$ cat src/hw/rtl/branch_direction_predictor_defines.svh
// ----------------------------------------------------------------------------
// Branch direction predictor assertion macros
// Shared property shapes, clocked on clock and disabled during reset.
// ----------------------------------------------------------------------------
`ifndef BRANCH_DIRECTION_PREDICTOR_DEFINES_SVH
`define BRANCH_DIRECTION_PREDICTOR_DEFINES_SVH

// same-cycle implication
`define BDP_ASSERT_IMPLY(label, ante, cons) \
   label: assert property (@(posedge clock) disable iff (reset) (ante) |-> (cons)) \
      else $error("branch predictor check failed");

// next-cycle implication
`define BDP_ASSERT_NEXT(label, ante, cons) \
   label: assert property (@(posedge clock) disable iff (reset) (ante) |=> (cons)) \
      else $error("branch predictor check failed");

`endif

$ cat src/hw/rtl/bdp_pkg.sv
// ----------------------------------------------------------------------------
// bdp_pkg
// Constants and codes shared by the branch direction predictor files.
// ----------------------------------------------------------------------------
package bdp_pkg;

   localparam int TABLE_ENTRIES_DEF = 64;
   localparam int PC_W              = 32;
   localparam int PC_SHIFT          = 3;
   localparam int KEY_W             = PC_W - PC_SHIFT;
   localparam int ENTRY_W           = 2;
   localparam int MODE_W            = 2;
   localparam int SQUASH_W          = 32;
   localparam int REQ_W             = 40;
   localparam int RSP_W             = 40;

   localparam logic [SQUASH_W-1:0] SQUASH_PER_MISS = SQUASH_W'(3);
   localparam logic [SQUASH_W-1:0] SQUASH_MAX      = '1;

   typedef enum logic [MODE_W-1:0] {
      MODE_STATIC  = 2'd0,
      MODE_ONE_BIT = 2'd1,
      MODE_TWO_BIT = 2'd2,
      MODE_NONE    = 2'd3
   } mode_type;

   typedef logic [ENTRY_W-1:0] entry_type;

   localparam entry_type HIST_S0 = 2'd0;
   localparam entry_type HIST_S1 = 2'd1;
   localparam entry_type HIST_S2 = 2'd2;
   localparam entry_type HIST_S3 = 2'd3;

endpackage

$ cat src/hw/rtl/branch_direction_predictor.sv
// ----------------------------------------------------------------------------
// Branch direction predictor
// Bimodal history table updated at most once per resolved branch; reports the
// prediction, a miss flag and a saturating squash total.
//
//   channel   dir   handshake            word
//   req_      in    tvalid / tready      branch_pc, was_taken
//   rsp_      out   tvalid / tready      predicted_taken, mispredicted, squash_total
//   csr_      in    wr_en                predictor_mode
//
// One word per cycle sustained while rsp_ does not stall; a taken request word is
// registered, then passes reciprocal multiply, remainder and table read, update.
// Reset clears the history valid bits, so every entry reads as zero at once;
// no clearing pass over the table.
// A stalled rsp_ side holds the pipeline back stage by stage; req_tready
// stays high while any stage is free.
// ----------------------------------------------------------------------------
`include "branch_direction_predictor_defines.svh"

module branch_direction_predictor #(
   parameter int TABLE_ENTRIES = bdp_pkg::TABLE_ENTRIES_DEF
) (
   input  logic                      clock,
   input  logic                      reset,
   // [31:0] branch_pc, [32] was_taken, [39:33] zero
   input  logic [bdp_pkg::REQ_W-1:0] req_tdata,
   input  logic                      req_tvalid,
   output logic                      req_tready,
   // [0] predicted_taken, [1] mispredicted, [33:2] squash_total, [39:34] zero
   output logic [bdp_pkg::RSP_W-1:0] rsp_tdata,
   output logic                      rsp_tvalid,
   input  logic                      rsp_tready,
   input  logic                      csr_wr_en,
   input  logic [bdp_pkg::MODE_W-1:0] csr_wr_data
);
   import bdp_pkg::*;

   localparam int IDX_W  = $clog2(TABLE_ENTRIES);
   localparam int PROD_W = 2 * KEY_W;
   localparam logic [KEY_W-1:0] N_KEY = KEY_W'(TABLE_ENTRIES);
   localparam logic [KEY_W-1:0] RECIP = KEY_W'((64'd1 << KEY_W) / TABLE_ENTRIES);

   // control
   mode_type                 mode_ff, mode_in;
   logic [SQUASH_W-1:0]      squash_ff, squash_in;
   logic [TABLE_ENTRIES-1:0] vld_ff, vld_in;
   logic                     s0_valid_ff, s0_valid_in;
   logic                     s1_valid_ff, s1_valid_in;
   logic                     s2_valid_ff, s2_valid_in;
   logic                     rsp_valid_ff, rsp_valid_in;

   // payload
   logic [KEY_W-1:0]         s0_key_ff, s0_key_in;
   logic                     s0_taken_ff, s0_taken_in;
   logic [KEY_W-1:0]         s1_key_ff, s1_key_in;
   logic [KEY_W-1:0]         s1_quot_ff, s1_quot_in;
   logic                     s1_taken_ff, s1_taken_in;
   logic [IDX_W-1:0]         s2_idx_ff, s2_idx_in;
   logic                     s2_taken_ff, s2_taken_in;
   logic                     fwd_ff, fwd_in;
   entry_type                fwd_data_ff, fwd_data_in;
   logic                     vld_rd_ff, vld_rd_in;
   logic                     rsp_pred_ff, rsp_pred_in;
   logic                     rsp_miss_ff, rsp_miss_in;

   logic                     out_free, s2_free, s1_free;
   logic                     s0_mv, s1_mv, s2_mv, req_acc;
   logic [PROD_W-1:0]        quot_prod;
   logic [KEY_W-1:0]         back_prod, rem_raw, rem_fix;
   logic [IDX_W-1:0]         idx1;
   entry_type                ram_rdata, entry, s2_new;
   logic                     s2_pred, s2_miss, s2_wr;

   assign out_free   = !rsp_valid_ff || rsp_tready;
   assign s2_mv      = s2_valid_ff && out_free;
   assign s2_free    = !s2_valid_ff || out_free;
   assign s1_mv      = s1_valid_ff && s2_free;
   assign s1_free    = !s1_valid_ff || s2_free;
   assign s0_mv      = s0_valid_ff && s1_free;
   assign req_tready = !s0_valid_ff || s1_free;
   assign req_acc    = req_tvalid && req_tready;

   // index = key mod TABLE_ENTRIES by reciprocal and one correction
   assign quot_prod = PROD_W'(s0_key_ff) * PROD_W'(RECIP);
   assign back_prod = s1_quot_ff * N_KEY;
   assign rem_raw   = s1_key_ff - back_prod;
   assign rem_fix   = (rem_raw >= N_KEY) ? (rem_raw - N_KEY) : rem_raw;
   assign idx1      = rem_fix[IDX_W-1:0];

   bdp_ram #(
      .WIDTH (ENTRY_W),
      .DEPTH (TABLE_ENTRIES)
   ) u_hist (
      .clock   (clock),
      .wr_en   (s2_mv && s2_wr),
      .wr_addr (s2_idx_ff),
      .wr_data (s2_new),
      .rd_en   (s1_mv),
      .rd_addr (idx1),
      .rd_data (ram_rdata)
   );

   always_comb begin
      entry   = fwd_ff ? fwd_data_ff : (vld_rd_ff ? ram_rdata : HIST_S0);
      s2_pred = 1'b0;
      s2_miss = 1'b0;
      s2_wr   = 1'b0;
      s2_new  = HIST_S0;
      case (mode_ff)
         MODE_STATIC: begin
            s2_miss = s2_taken_ff;
         end
         MODE_ONE_BIT: begin
            if (entry == HIST_S0 || entry == HIST_S1) begin
               s2_pred = (entry == HIST_S1);
               s2_miss = s2_pred ^ s2_taken_ff;
               s2_wr   = 1'b1;
               s2_new  = s2_taken_ff ? HIST_S1 : HIST_S0;
            end
         end
         MODE_TWO_BIT: begin
            s2_pred = entry[1];
            s2_miss = s2_pred ^ s2_taken_ff;
            s2_wr   = 1'b1;
            if (s2_taken_ff) begin
               s2_new = (entry == HIST_S0) ? HIST_S1 : HIST_S3;
            end else begin
               s2_new = (entry == HIST_S3) ? HIST_S2 : HIST_S0;
            end
         end
         default: begin
         end
      endcase
   end

   always_comb begin
      mode_in      = csr_wr_en ? mode_type'(csr_wr_data) : mode_ff;
      squash_in    = squash_ff;
      vld_in       = vld_ff;
      s0_valid_in  = req_acc || (s0_valid_ff && !s1_free);
      s1_valid_in  = s0_mv || (s1_valid_ff && !s2_free);
      s2_valid_in  = s1_mv || (s2_valid_ff && !out_free);
      rsp_valid_in = s2_mv || (rsp_valid_ff && !rsp_tready);
      s0_key_in    = req_acc ? req_tdata[PC_W-1:PC_SHIFT] : s0_key_ff;
      s0_taken_in  = req_acc ? req_tdata[PC_W] : s0_taken_ff;
      s1_key_in    = s0_mv ? s0_key_ff : s1_key_ff;
      s1_quot_in   = s0_mv ? quot_prod[PROD_W-1:KEY_W] : s1_quot_ff;
      s1_taken_in  = s0_mv ? s0_taken_ff : s1_taken_ff;
      s2_idx_in    = s2_idx_ff;
      s2_taken_in  = s2_taken_ff;
      fwd_in       = fwd_ff;
      fwd_data_in  = fwd_data_ff;
      vld_rd_in    = vld_rd_ff;
      rsp_pred_in  = rsp_pred_ff;
      rsp_miss_in  = rsp_miss_ff;
      if (s1_mv) begin
         s2_idx_in   = idx1;
         s2_taken_in = s1_taken_ff;
         fwd_in      = s2_mv && s2_wr && (s2_idx_ff == idx1);
         fwd_data_in = s2_new;
         vld_rd_in   = vld_ff[idx1];
      end
      if (s2_mv) begin
         rsp_pred_in = s2_pred;
         rsp_miss_in = s2_miss;
         if (s2_wr) begin
            vld_in[s2_idx_ff] = 1'b1;
         end
         if (s2_miss) begin
            squash_in = (squash_ff > (SQUASH_MAX - SQUASH_PER_MISS)) ? SQUASH_MAX
                                                                     : squash_ff + SQUASH_PER_MISS;
         end
      end
   end

   always_ff @(posedge clock) begin
      if (reset) begin
         mode_ff      <= MODE_STATIC;
         squash_ff    <= '0;
         vld_ff       <= '0;
         s0_valid_ff  <= 1'b0;
         s1_valid_ff  <= 1'b0;
         s2_valid_ff  <= 1'b0;
         rsp_valid_ff <= 1'b0;
      end else begin
         mode_ff      <= mode_in;
         squash_ff    <= squash_in;
         vld_ff       <= vld_in;
         s0_valid_ff  <= s0_valid_in;
         s1_valid_ff  <= s1_valid_in;
         s2_valid_ff  <= s2_valid_in;
         rsp_valid_ff <= rsp_valid_in;
      end
      s0_key_ff   <= s0_key_in;
      s0_taken_ff <= s0_taken_in;
      s1_key_ff   <= s1_key_in;
      s1_quot_ff  <= s1_quot_in;
      s1_taken_ff <= s1_taken_in;
      s2_idx_ff   <= s2_idx_in;
      s2_taken_ff <= s2_taken_in;
      fwd_ff      <= fwd_in;
      fwd_data_ff <= fwd_data_in;
      vld_rd_ff   <= vld_rd_in;
      rsp_pred_ff <= rsp_pred_in;
      rsp_miss_ff <= rsp_miss_in;
   end

   assign rsp_tvalid = rsp_valid_ff;
   assign rsp_tdata  = {(RSP_W - SQUASH_W - 2)'(0), squash_ff, rsp_miss_ff, rsp_pred_ff};

   `BDP_ASSERT_NEXT(a_squash_monotonic, 1'b1, squash_ff >= $past(squash_ff))
   `BDP_ASSERT_NEXT(a_squash_on_miss, s2_mv && s2_miss,
                    (squash_ff != $past(squash_ff)) || (squash_ff == SQUASH_MAX))
   `BDP_ASSERT_IMPLY(a_miss_counted, rsp_valid_ff && rsp_miss_ff, squash_ff != '0)

endmodule

$ cat src/hw/rtl/bdp_ram.sv
// ----------------------------------------------------------------------------
// bdp_ram
// Generic single-write, single-read RAM with registered read data.
// ----------------------------------------------------------------------------
module bdp_ram #(
   parameter int WIDTH = bdp_pkg::ENTRY_W,
   parameter int DEPTH = bdp_pkg::TABLE_ENTRIES_DEF
) (
   input  logic                     clock,
   input  logic                     wr_en,
   input  logic [$clog2(DEPTH)-1:0] wr_addr,
   input  logic [WIDTH-1:0]         wr_data,
   input  logic                     rd_en,
   input  logic [$clog2(DEPTH)-1:0] rd_addr,
   output logic [WIDTH-1:0]         rd_data
);
   import bdp_pkg::*;

   logic [WIDTH-1:0] mem_ff [DEPTH];
   logic [WIDTH-1:0] rd_data_ff;

   always_ff @(posedge clock) begin
      if (wr_en) begin
         mem_ff[wr_addr] <= wr_data;
      end
      if (rd_en) begin
         rd_data_ff <= mem_ff[rd_addr];
      end
   end

   assign rd_data = rd_data_ff;

endmodule
$ cat config.mk
export PLATFORM = sky130hd
export DESIGN_NAME = branch_direction_predictor
export DESIGN_NICKNAME = d
export VERILOG_FILES = /design/src/hw/rtl/bdp_pkg.sv /design/src/hw/rtl/branch_direction_predictor.sv /design/src/hw/rtl/bdp_ram.sv
export VERILOG_INCLUDE_DIRS = /design/src /design/src/hw/rtl
export SDC_FILE = /design/constraint.sdc
export NUM_CORES = 1
export LEC_CHECK = 0
export BUFFER_PORTS_ARGS = -buffer_cell sky130_fd_sc_hd__buf_2
export CORE_UTILIZATION = 50
export CTS_CLUSTER_SIZE = 40
export DETAILED_ROUTE_END_ITERATION = 6
export GPL_ROUTABILITY_DRIVEN = 0
export HOLD_SLACK_MARGIN = 0.08
export PLACE_DENSITY = 0.68
export SKIP_LAST_GASP = 1
export SLEW_MARGIN = 5
export SYNTH_ARGS = -nofsm -noshare
export SYNTH_HDL_FRONTEND = slang
export SYNTH_SLANG_ARGS = --single-unit
$ cat constraint.sdc
create_clock -name clock -period 3.3 [get_ports clock]
set_input_delay 0.33 -clock clock [delete_from_list [all_inputs] [get_ports clock]]
set_output_delay 0.33 -clock clock [all_outputs]
set_load 0.01 [all_outputs]
Yosys cells after proc, flatten, opt, wreduce, memory -nomap -nowiden
Memories as Yosys holds them, arrays and structs flattened. A register that Yosys moved wholly into a read port is not among the register bits.
Cells that the tools add are included.

cells by class
  add/subtract/negate cells = 3
  multiply operators = 0
  divide/modulo/power cells = 0
  $lt $le $gt $ge = 5
  equal/unequal tests = 5
  shift operators = 0
  mux-type cells = 22
  bitwise gates (word level) = 3
  reduce and logical (&&, ||, !) cells = 32

operators by type and width
  cell                                                  count
  bitwise OR 64 bit                                     1
  adder 32 x 2 -> 32 bit, second input constant         1
  > comparator 32 bit, second input constant            1
  2-to-1 mux 32 bit                                     1
  >= comparator 29 x 7 -> 1 bit, second input constant  1
  subtractor 29 bit                                     1
  < comparator 6 x 7 -> 1 bit, second input constant    2
  logical AND 1 bit                                     11
  2-to-1 mux 2 bit                                      5
  logical OR 1 bit                                      9
  2-to-1 mux 1 bit                                      9
  zero test 1 bit                                       8
  binary-select mux 1 bit (select 6 bit)                1
  demux 1 bit (select 6 bit)                            1
  equality test 6 bit                                   1
  >= comparator 6 x 1 -> 1 bit, second input constant   1
  2-to-1 mux 6 bit                                      1
  subtractor 6 x 1 -> 6 bit, second input constant      1
  equality test 2 x 1 -> 1 bit, second input constant   2
  equality test 2 bit, second input constant            2
  zero test 2 bit                                       2
  case mux 1 bit (2 select lines)                       2
  case mux 2 bit (2 select lines)                       1
  AND reduction 2 bit                                   2
  2 further kinds                                       3

storage, ports and cells
  flip-flop bits (word level) = 198
  bits in latches = 0
  memory bits (writable) = 128
  bits in read-only memories = 0
  bits of input ports = 47
  output and inout port bits = 42
  logic and storage cells = 90
  memories = 1

memory list
  name           words  bits a word  rd ports  clocked after memory_dff  write ports  RTL line       text
  u_hist.mem_ff  64     2            1         1                         1            bdp_ram.sv:19  logic [WIDTH-1:0] mem_ff [DEPTH];

Logic depth before layout (Yosys ltp)
  word-level depth = 9
  depth in mapped cells = 9
  depth with buffers taken out = 8

Modules after synthesis
A second synthesis with hierarchy kept.

second synthesis, totals
  cell total of the unflattened synthesis = 899
  area total of the unflattened synthesis = 11185.7 sq um

modules (own cells, without submodules)
  module                      instances  cells an instance  area each (sq um)  sequential area each (sq um)
  branch_direction_predictor  1          575                5768.0             2852.7
  bdp_ram                     1          324                5417.7             3903.7

Worst setup path before layout
Ideal clock, no wire load.

  kind = register to register
  from = register mode_ff[0]
  to = register fwd_data_ff[0] (data pin)
  library setup time = 0.370 ns
  arrival = 1.913 ns
  data required time = 2.930 ns
  slack = 1.017 ns
  stages on the path, launching flop included = 5
  path buffers = 0
  clock period less this slack = 2.283 ns
  cell sequence = dfxtp_1 inv_1 ha_1 nor2b_1 and2_1

between the ends
  word-level cells in the longest chain between the ends = 2
  elaborated cells on any way between the ends = 3
  classes of those cells = 2 x eq/ne; 1 x mux

RTL lines
  what                                                                 RTL line                           text
  start: declaration                                                   branch_direction_predictor.sv:44   mode_type mode_ff, mode_in;
  start signal: assignment                                             branch_direction_predictor.sv:186  mode_ff <= mode_in;
  equality test 2 bit or equality test 2 x 1 -> 1 bit (tied branches)  branch_direction_predictor.sv:109  case (mode_ff)
  case mux 2 bit (2 select lines) *                                    branch_direction_predictor.sv:109
  via s2_new[0]                                                        branch_direction_predictor.sv:71   entry_type ram_rdata, entry, s2_new;
  end signal: assignment                                               branch_direction_predictor.sv:202  fwd_data_ff <= fwd_data_in;
  end: declaration                                                     branch_direction_predictor.sv:61   entry_type fwd_data_ff, fwd_data_in;

The timed path passes the listed nets; every way through them passes the cells marked *.
A chain may end at the register's enable or synchronous reset.

Worst setup path after layout
  from = register fwd_ff
  to = register squash_ff[5]

between the ends
  word-level cells in the longest chain between the ends = 6
  elaborated cells on any way between the ends = 9
  classes of those cells = 1 x eq/ne; 3 x mux; 2 x bitwise; 3 x reduce/logical

RTL lines
  what                                                             RTL line                                                              text
  start: declaration                                               branch_direction_predictor.sv:60                                      logic fwd_ff, fwd_in;
  start signal: assignment                                         branch_direction_predictor.sv:201                                     fwd_ff <= fwd_in;
  2-to-1 mux 2 bit *                                               branch_direction_predictor.sv:104                                     entry = fwd_ff ? fwd_data_ff : (vld_rd_ff ? ram_rdata : HIST_S0);
  equality test 2 x 1 -> 1 bit or zero test 2 bit (tied branches)  branch_direction_predictor.sv:114, branch_direction_predictor.sv:115
  XOR 1 bit or logical OR 1 bit (tied branches)                    branch_direction_predictor.sv:116, branch_direction_predictor.sv:114
  2-to-1 mux 1 bit                                                 branch_direction_predictor.sv:114                                     if (entry == HIST_S0 || entry == HIST_S1) begin
  case mux 1 bit (3 select lines) *                                branch_direction_predictor.sv:109
  AND reduction 2 bit (no source line) *                           n/a
  end signal: assignment                                           branch_direction_predictor.sv:187                                     squash_ff <= squash_in;
  end: declaration                                                 branch_direction_predictor.sv:45                                      logic [SQUASH_W-1:0] squash_ff, squash_in;

Every way passes the cells marked *; elsewhere a longest branch is shown, timed or not.

==> impl_results.rst <==
.. list-table::
   :header-rows: 1

   * - Metric
     - Value
   * - DRT Wirelength
     - approximately 24000 µm
   * - Cell with the most instances after synthesis
     - sky130_fd_sc_hd__edfxtp_1
   * - Fmax
     - 0.389 GHz
   * - Count of final setup violators
     - 0
   * - Number of hold violations in the final report
     - 0
   * - Post-Route Skew
     - approximately 0.024 ns
   * - Largest buffer count on any clock path
     - 3
   * - Largest stage delay on the critical path
     - 0.67 ns
   * - Total power
     - ~6.8 mW
   * - Number of cell instances on the worst register-to-register path
     - 7
   * - Core Area
     - around 0.022 mm²
   * - Number of enable-type register cells in the synthesized netlist
     - approximately 160
   * - Avg WL per Cell
     - 20.2 µm
   * - CP Class
     - flop to flop
   * - Biggest area contributors in the synthesized netlist
     - sky130_fd_sc_hd__edfxtp_1 42%, sky130_fd_sc_hd__dfxtp_1 18%, sky130_fd_sc_hd__mux4_2 9.7%
   * - Number of max-cap violations
     - 0
   * - Clk_lat worst skew
     - roughly 0.54 ns
   * - Number of clock sinks
     - 259
   * - Cells after Synth
     - around 830
   * - Critical Path AT
     - about 3 ns
   * - Count of buffers added by post-CTS timing repair for setup
     - 0
   * - Fraction of layout cells with a size suffix above 1
     - 25.0%
   * - Share of synthesized area occupied by flip-flops and latches
     - approximately three fifths
   * - Post-synthesis instance area
     - ~0.011 mm²
   * - Worst voltage drop across the vdd grid
     - between 300 and 400 µV
   * - Global-route wire length before repair
     - roughly 38000 µm
   * - Via count of the first global-routing pass
     - 6876
   * - Layout Area Growth over Synthesis
     - 14.9%
   * - Library cell occupying the most area in the post-synthesis netlist
     - sky130_fd_sc_hd__edfxtp_1
   * - Initial standard-cell utilization of the core
     - between 50% and 60%
   * - Footprint of the flip-flops and latches
     - ~0.0068 mm²
   * - H-tree depth
     - 1
   * - Detailed-placement wirelength estimate
     - between 15000 and 20000 µm
   * - Synthesis-stage register bit count
     - ~260
   * - Final Util
     - between 50% and 60%
   * - Max-Slew Margin vs Limit
     - between 40% and 50%
   * - Number of optimization iterations in the first detailed-route pass
     - 5
   * - WHS
     - about 0.12 ns
   * - GRT Total Usage
     - 21.7%
   * - Leak pwr
     - around 4.4 nW
   * - Element type at the critical path end
     - flop
   * - Status
     - finished clean
   * - Via total after detailed routing
     - slightly above 7000
   * - Fraction of registers with async set or reset after synthesis
     - 0%
   * - Worst-path cell with the longest stage delay
     - sky130_fd_sc_hd__a31oi_2
   * - Antenna Violating Nets Remaining
     - 0
   * - Post-synth top area share
     - 42.5%
   * - Startpoint type of the worst setup path
     - flop
   * - Final period util
     - a little under 80%
   * - Final #Nets
     - between 900 and 1000
   * - Number of gates resized after CTS
     - 0
   * - Number of DRC markers after the initial detailed-route iteration
     - 564
   * - Post-synthesis area per instance
     - around 13 µm²
   * - Count of inserted antenna diode cells
     - 0
   * - Die height
     - between 150 and 200 µm
   * - Input/output buffers
     - just under 50
   * - Area of the die
     - 0.0228 mm²
   * - Pin count of the biggest net entering global routing
     - 66
   * - Power Dens Cells
     - between 500 and 600 mW/mm²
   * - Top FF cell, synth
     - sky130_fd_sc_hd__edfxtp_1
   * - Setup_tns
     - 0 ns
   * - CTS Hold Bufs
     - 12
   * - Final number of max-transition violations
     - 0
   * - Min-Delay Path Depth
     - 4
   * - Clock transition at the registers of the reported paths
     - approximately 0.060 ns
   * - Number of synthesis warnings
     - 0
   * - Worst path required time
     - between 3 and 4 ns
   * - Actual slew at the worst max-slew pin
     - 0.821 ns
   * - Clock tree from TritonCTS
     - done
   * - Die X-Extent
     - around 150 µm
   * - Classification of the worst-slack hold path
     - primary input to flop
   * - Cell variety after synth
     - 68
   * - Aggregate global routing overflow
     - 0
   * - Setup repair after global routing missed its margin
     - false
   * - Clock period minus worst slack
     - around 2.6 ns
   * - Vias per std cell
     - around 6.0
   * - Layout fillers
     - between 1500 and 2000
   * - Number of buffers created by CTS
     - 27
   * - I/O pin total
     - 89
   * - Floorplan row count
     - 54
   * - Cell at the root of the clock tree
     - sky130_fd_sc_hd__clkbuf_16
   * - Top post-synthesis cells by count
     - 157 x sky130_fd_sc_hd__edfxtp_1, 104 x sky130_fd_sc_hd__nor2_1, 102 x sky130_fd_sc_hd__dfxtp_1
   * - Antenna violations before repair
     - 0
   * - CP Cell Sequence
     - nand3b_1 -> nand2_1 -> nand4b_2 -> a31oi_2 -> buf_4 -> a21oi_1 -> a311oi_1
   * - Area of combinational cells with multiple inputs
     - 0.00404 mm²
   * - Final routed DRC violation total
     - 0
   * - Largest fanout of any net on the critical path
     - 18
cell usage in the layout, fill, tap and decap left out, drive strengths merged, types with 4 or more instances in the layout:
cell type / n
edfxtp: 157
nor2: 106
dfxtp: 102
buf: 71
nand2: 49
mux4: 48
o21ba: 46
a21oi: 37
clkbuf: 33
a31oi: 26
nand3: 22
and3: 18
inv: 17
a311oi: 16
a211oi: 14
dlygate4sd3: 12
nand4: 12
nor2b: 11
nand3b: 11
o21ai: 10
clkinv: 9
a22oi: 8
nor3: 8
nor4: 8
and2: 8
ha: 6
conb: 6
mux2i: 5
nand2b: 4
xnor2: 4
bufinv: 4
worst paths after layout:
check,to,from,slack [ns]
max,squash_ff[5],fwd_ff,0.73
min,rsp_tvalid,rsp_tready,0.12
max reg2reg,squash_ff[5],fwd_ff,0.73
min reg2reg,s1_key_ff[1],s0_key_ff[1],0.42
power by group:
group | switching, mW | internal, mW | leakage [nW]
registers | 0.0130 | 3.43 | 2.20
clock network | 1.25 | 1.94 | 0.465
logic | 0.0941 | 0.0720 | 1.77
registers in the layout, summed over array words and instances (netlist names), 2 cells and up:
name	flops
s0_key_ff	6
u_hist.mem_ff	128
s2_idx_ff	6
fwd_data_ff	2
mode_ff	2
vld_ff	64
s1_key_ff	6
u_hist.rd_data	2
squash_ff	32
metal layers:
metal / part of all wire [%] / vias to the layer above / global-route usage (%) / wire, µm
li1: - / 3302 / - / -
met1: 42 / 3576 / 29.3 / 10100
met5: 0 / - / 0 / 0
met4: 1.9 / 0 / 5.25 / 456
met3: 6.2 / 42 / 3.55 / 1500
met2: 50 / 233 / 36.6 / 12000
worst max-delay path, delay by kind of cell, from the launching register on:
kind,cells,cell delay (ns)
DFF,1,0.42
and+or+nand+nor,3,0.64
buffers and inverters,1,0.36
AOI/OAI and AO/OA,3,1.04
through the flow:
stage / instance area, µm² / setup slack, ns / cells
floorplan: 11100 / 1.02 / 837
finish: 12700 / 0.726 / 1197
CTS: 12700 / 0.780 / 1197
global placement: 11700 / 0.859 / 1135
global route: 12700 / 0.484 / 1197
detailed placement: 11700 / 0.814 / 1135
kinds of logic (layout without fill, tap and decap cells):
family	after synthesis	after routing	synth area share [%]
flip-flops	259	259	60.9
other	1	6	0.0338
AO/OA/AOI/OAI	173	173	12.3
adder cells (fa/ha/maj)	7	7	0.767
multiplexers	54	54	10.3
buffers and inverters	68	148	2.98
AND/OR/NAND/NOR	264	264	12.3
XOR/XNOR	6	6	0.474
final cells by class:
class	instances	share of cell area [%]
clock buffer	33	5.89
clock inverter	17	1.59
inverter	15	0.442
multi-input combinational	510	31.7
sequential	259	53.0
tap	280	2.75
timing repair buffer	83	4.65
Power figures use the tool's default switching activity.
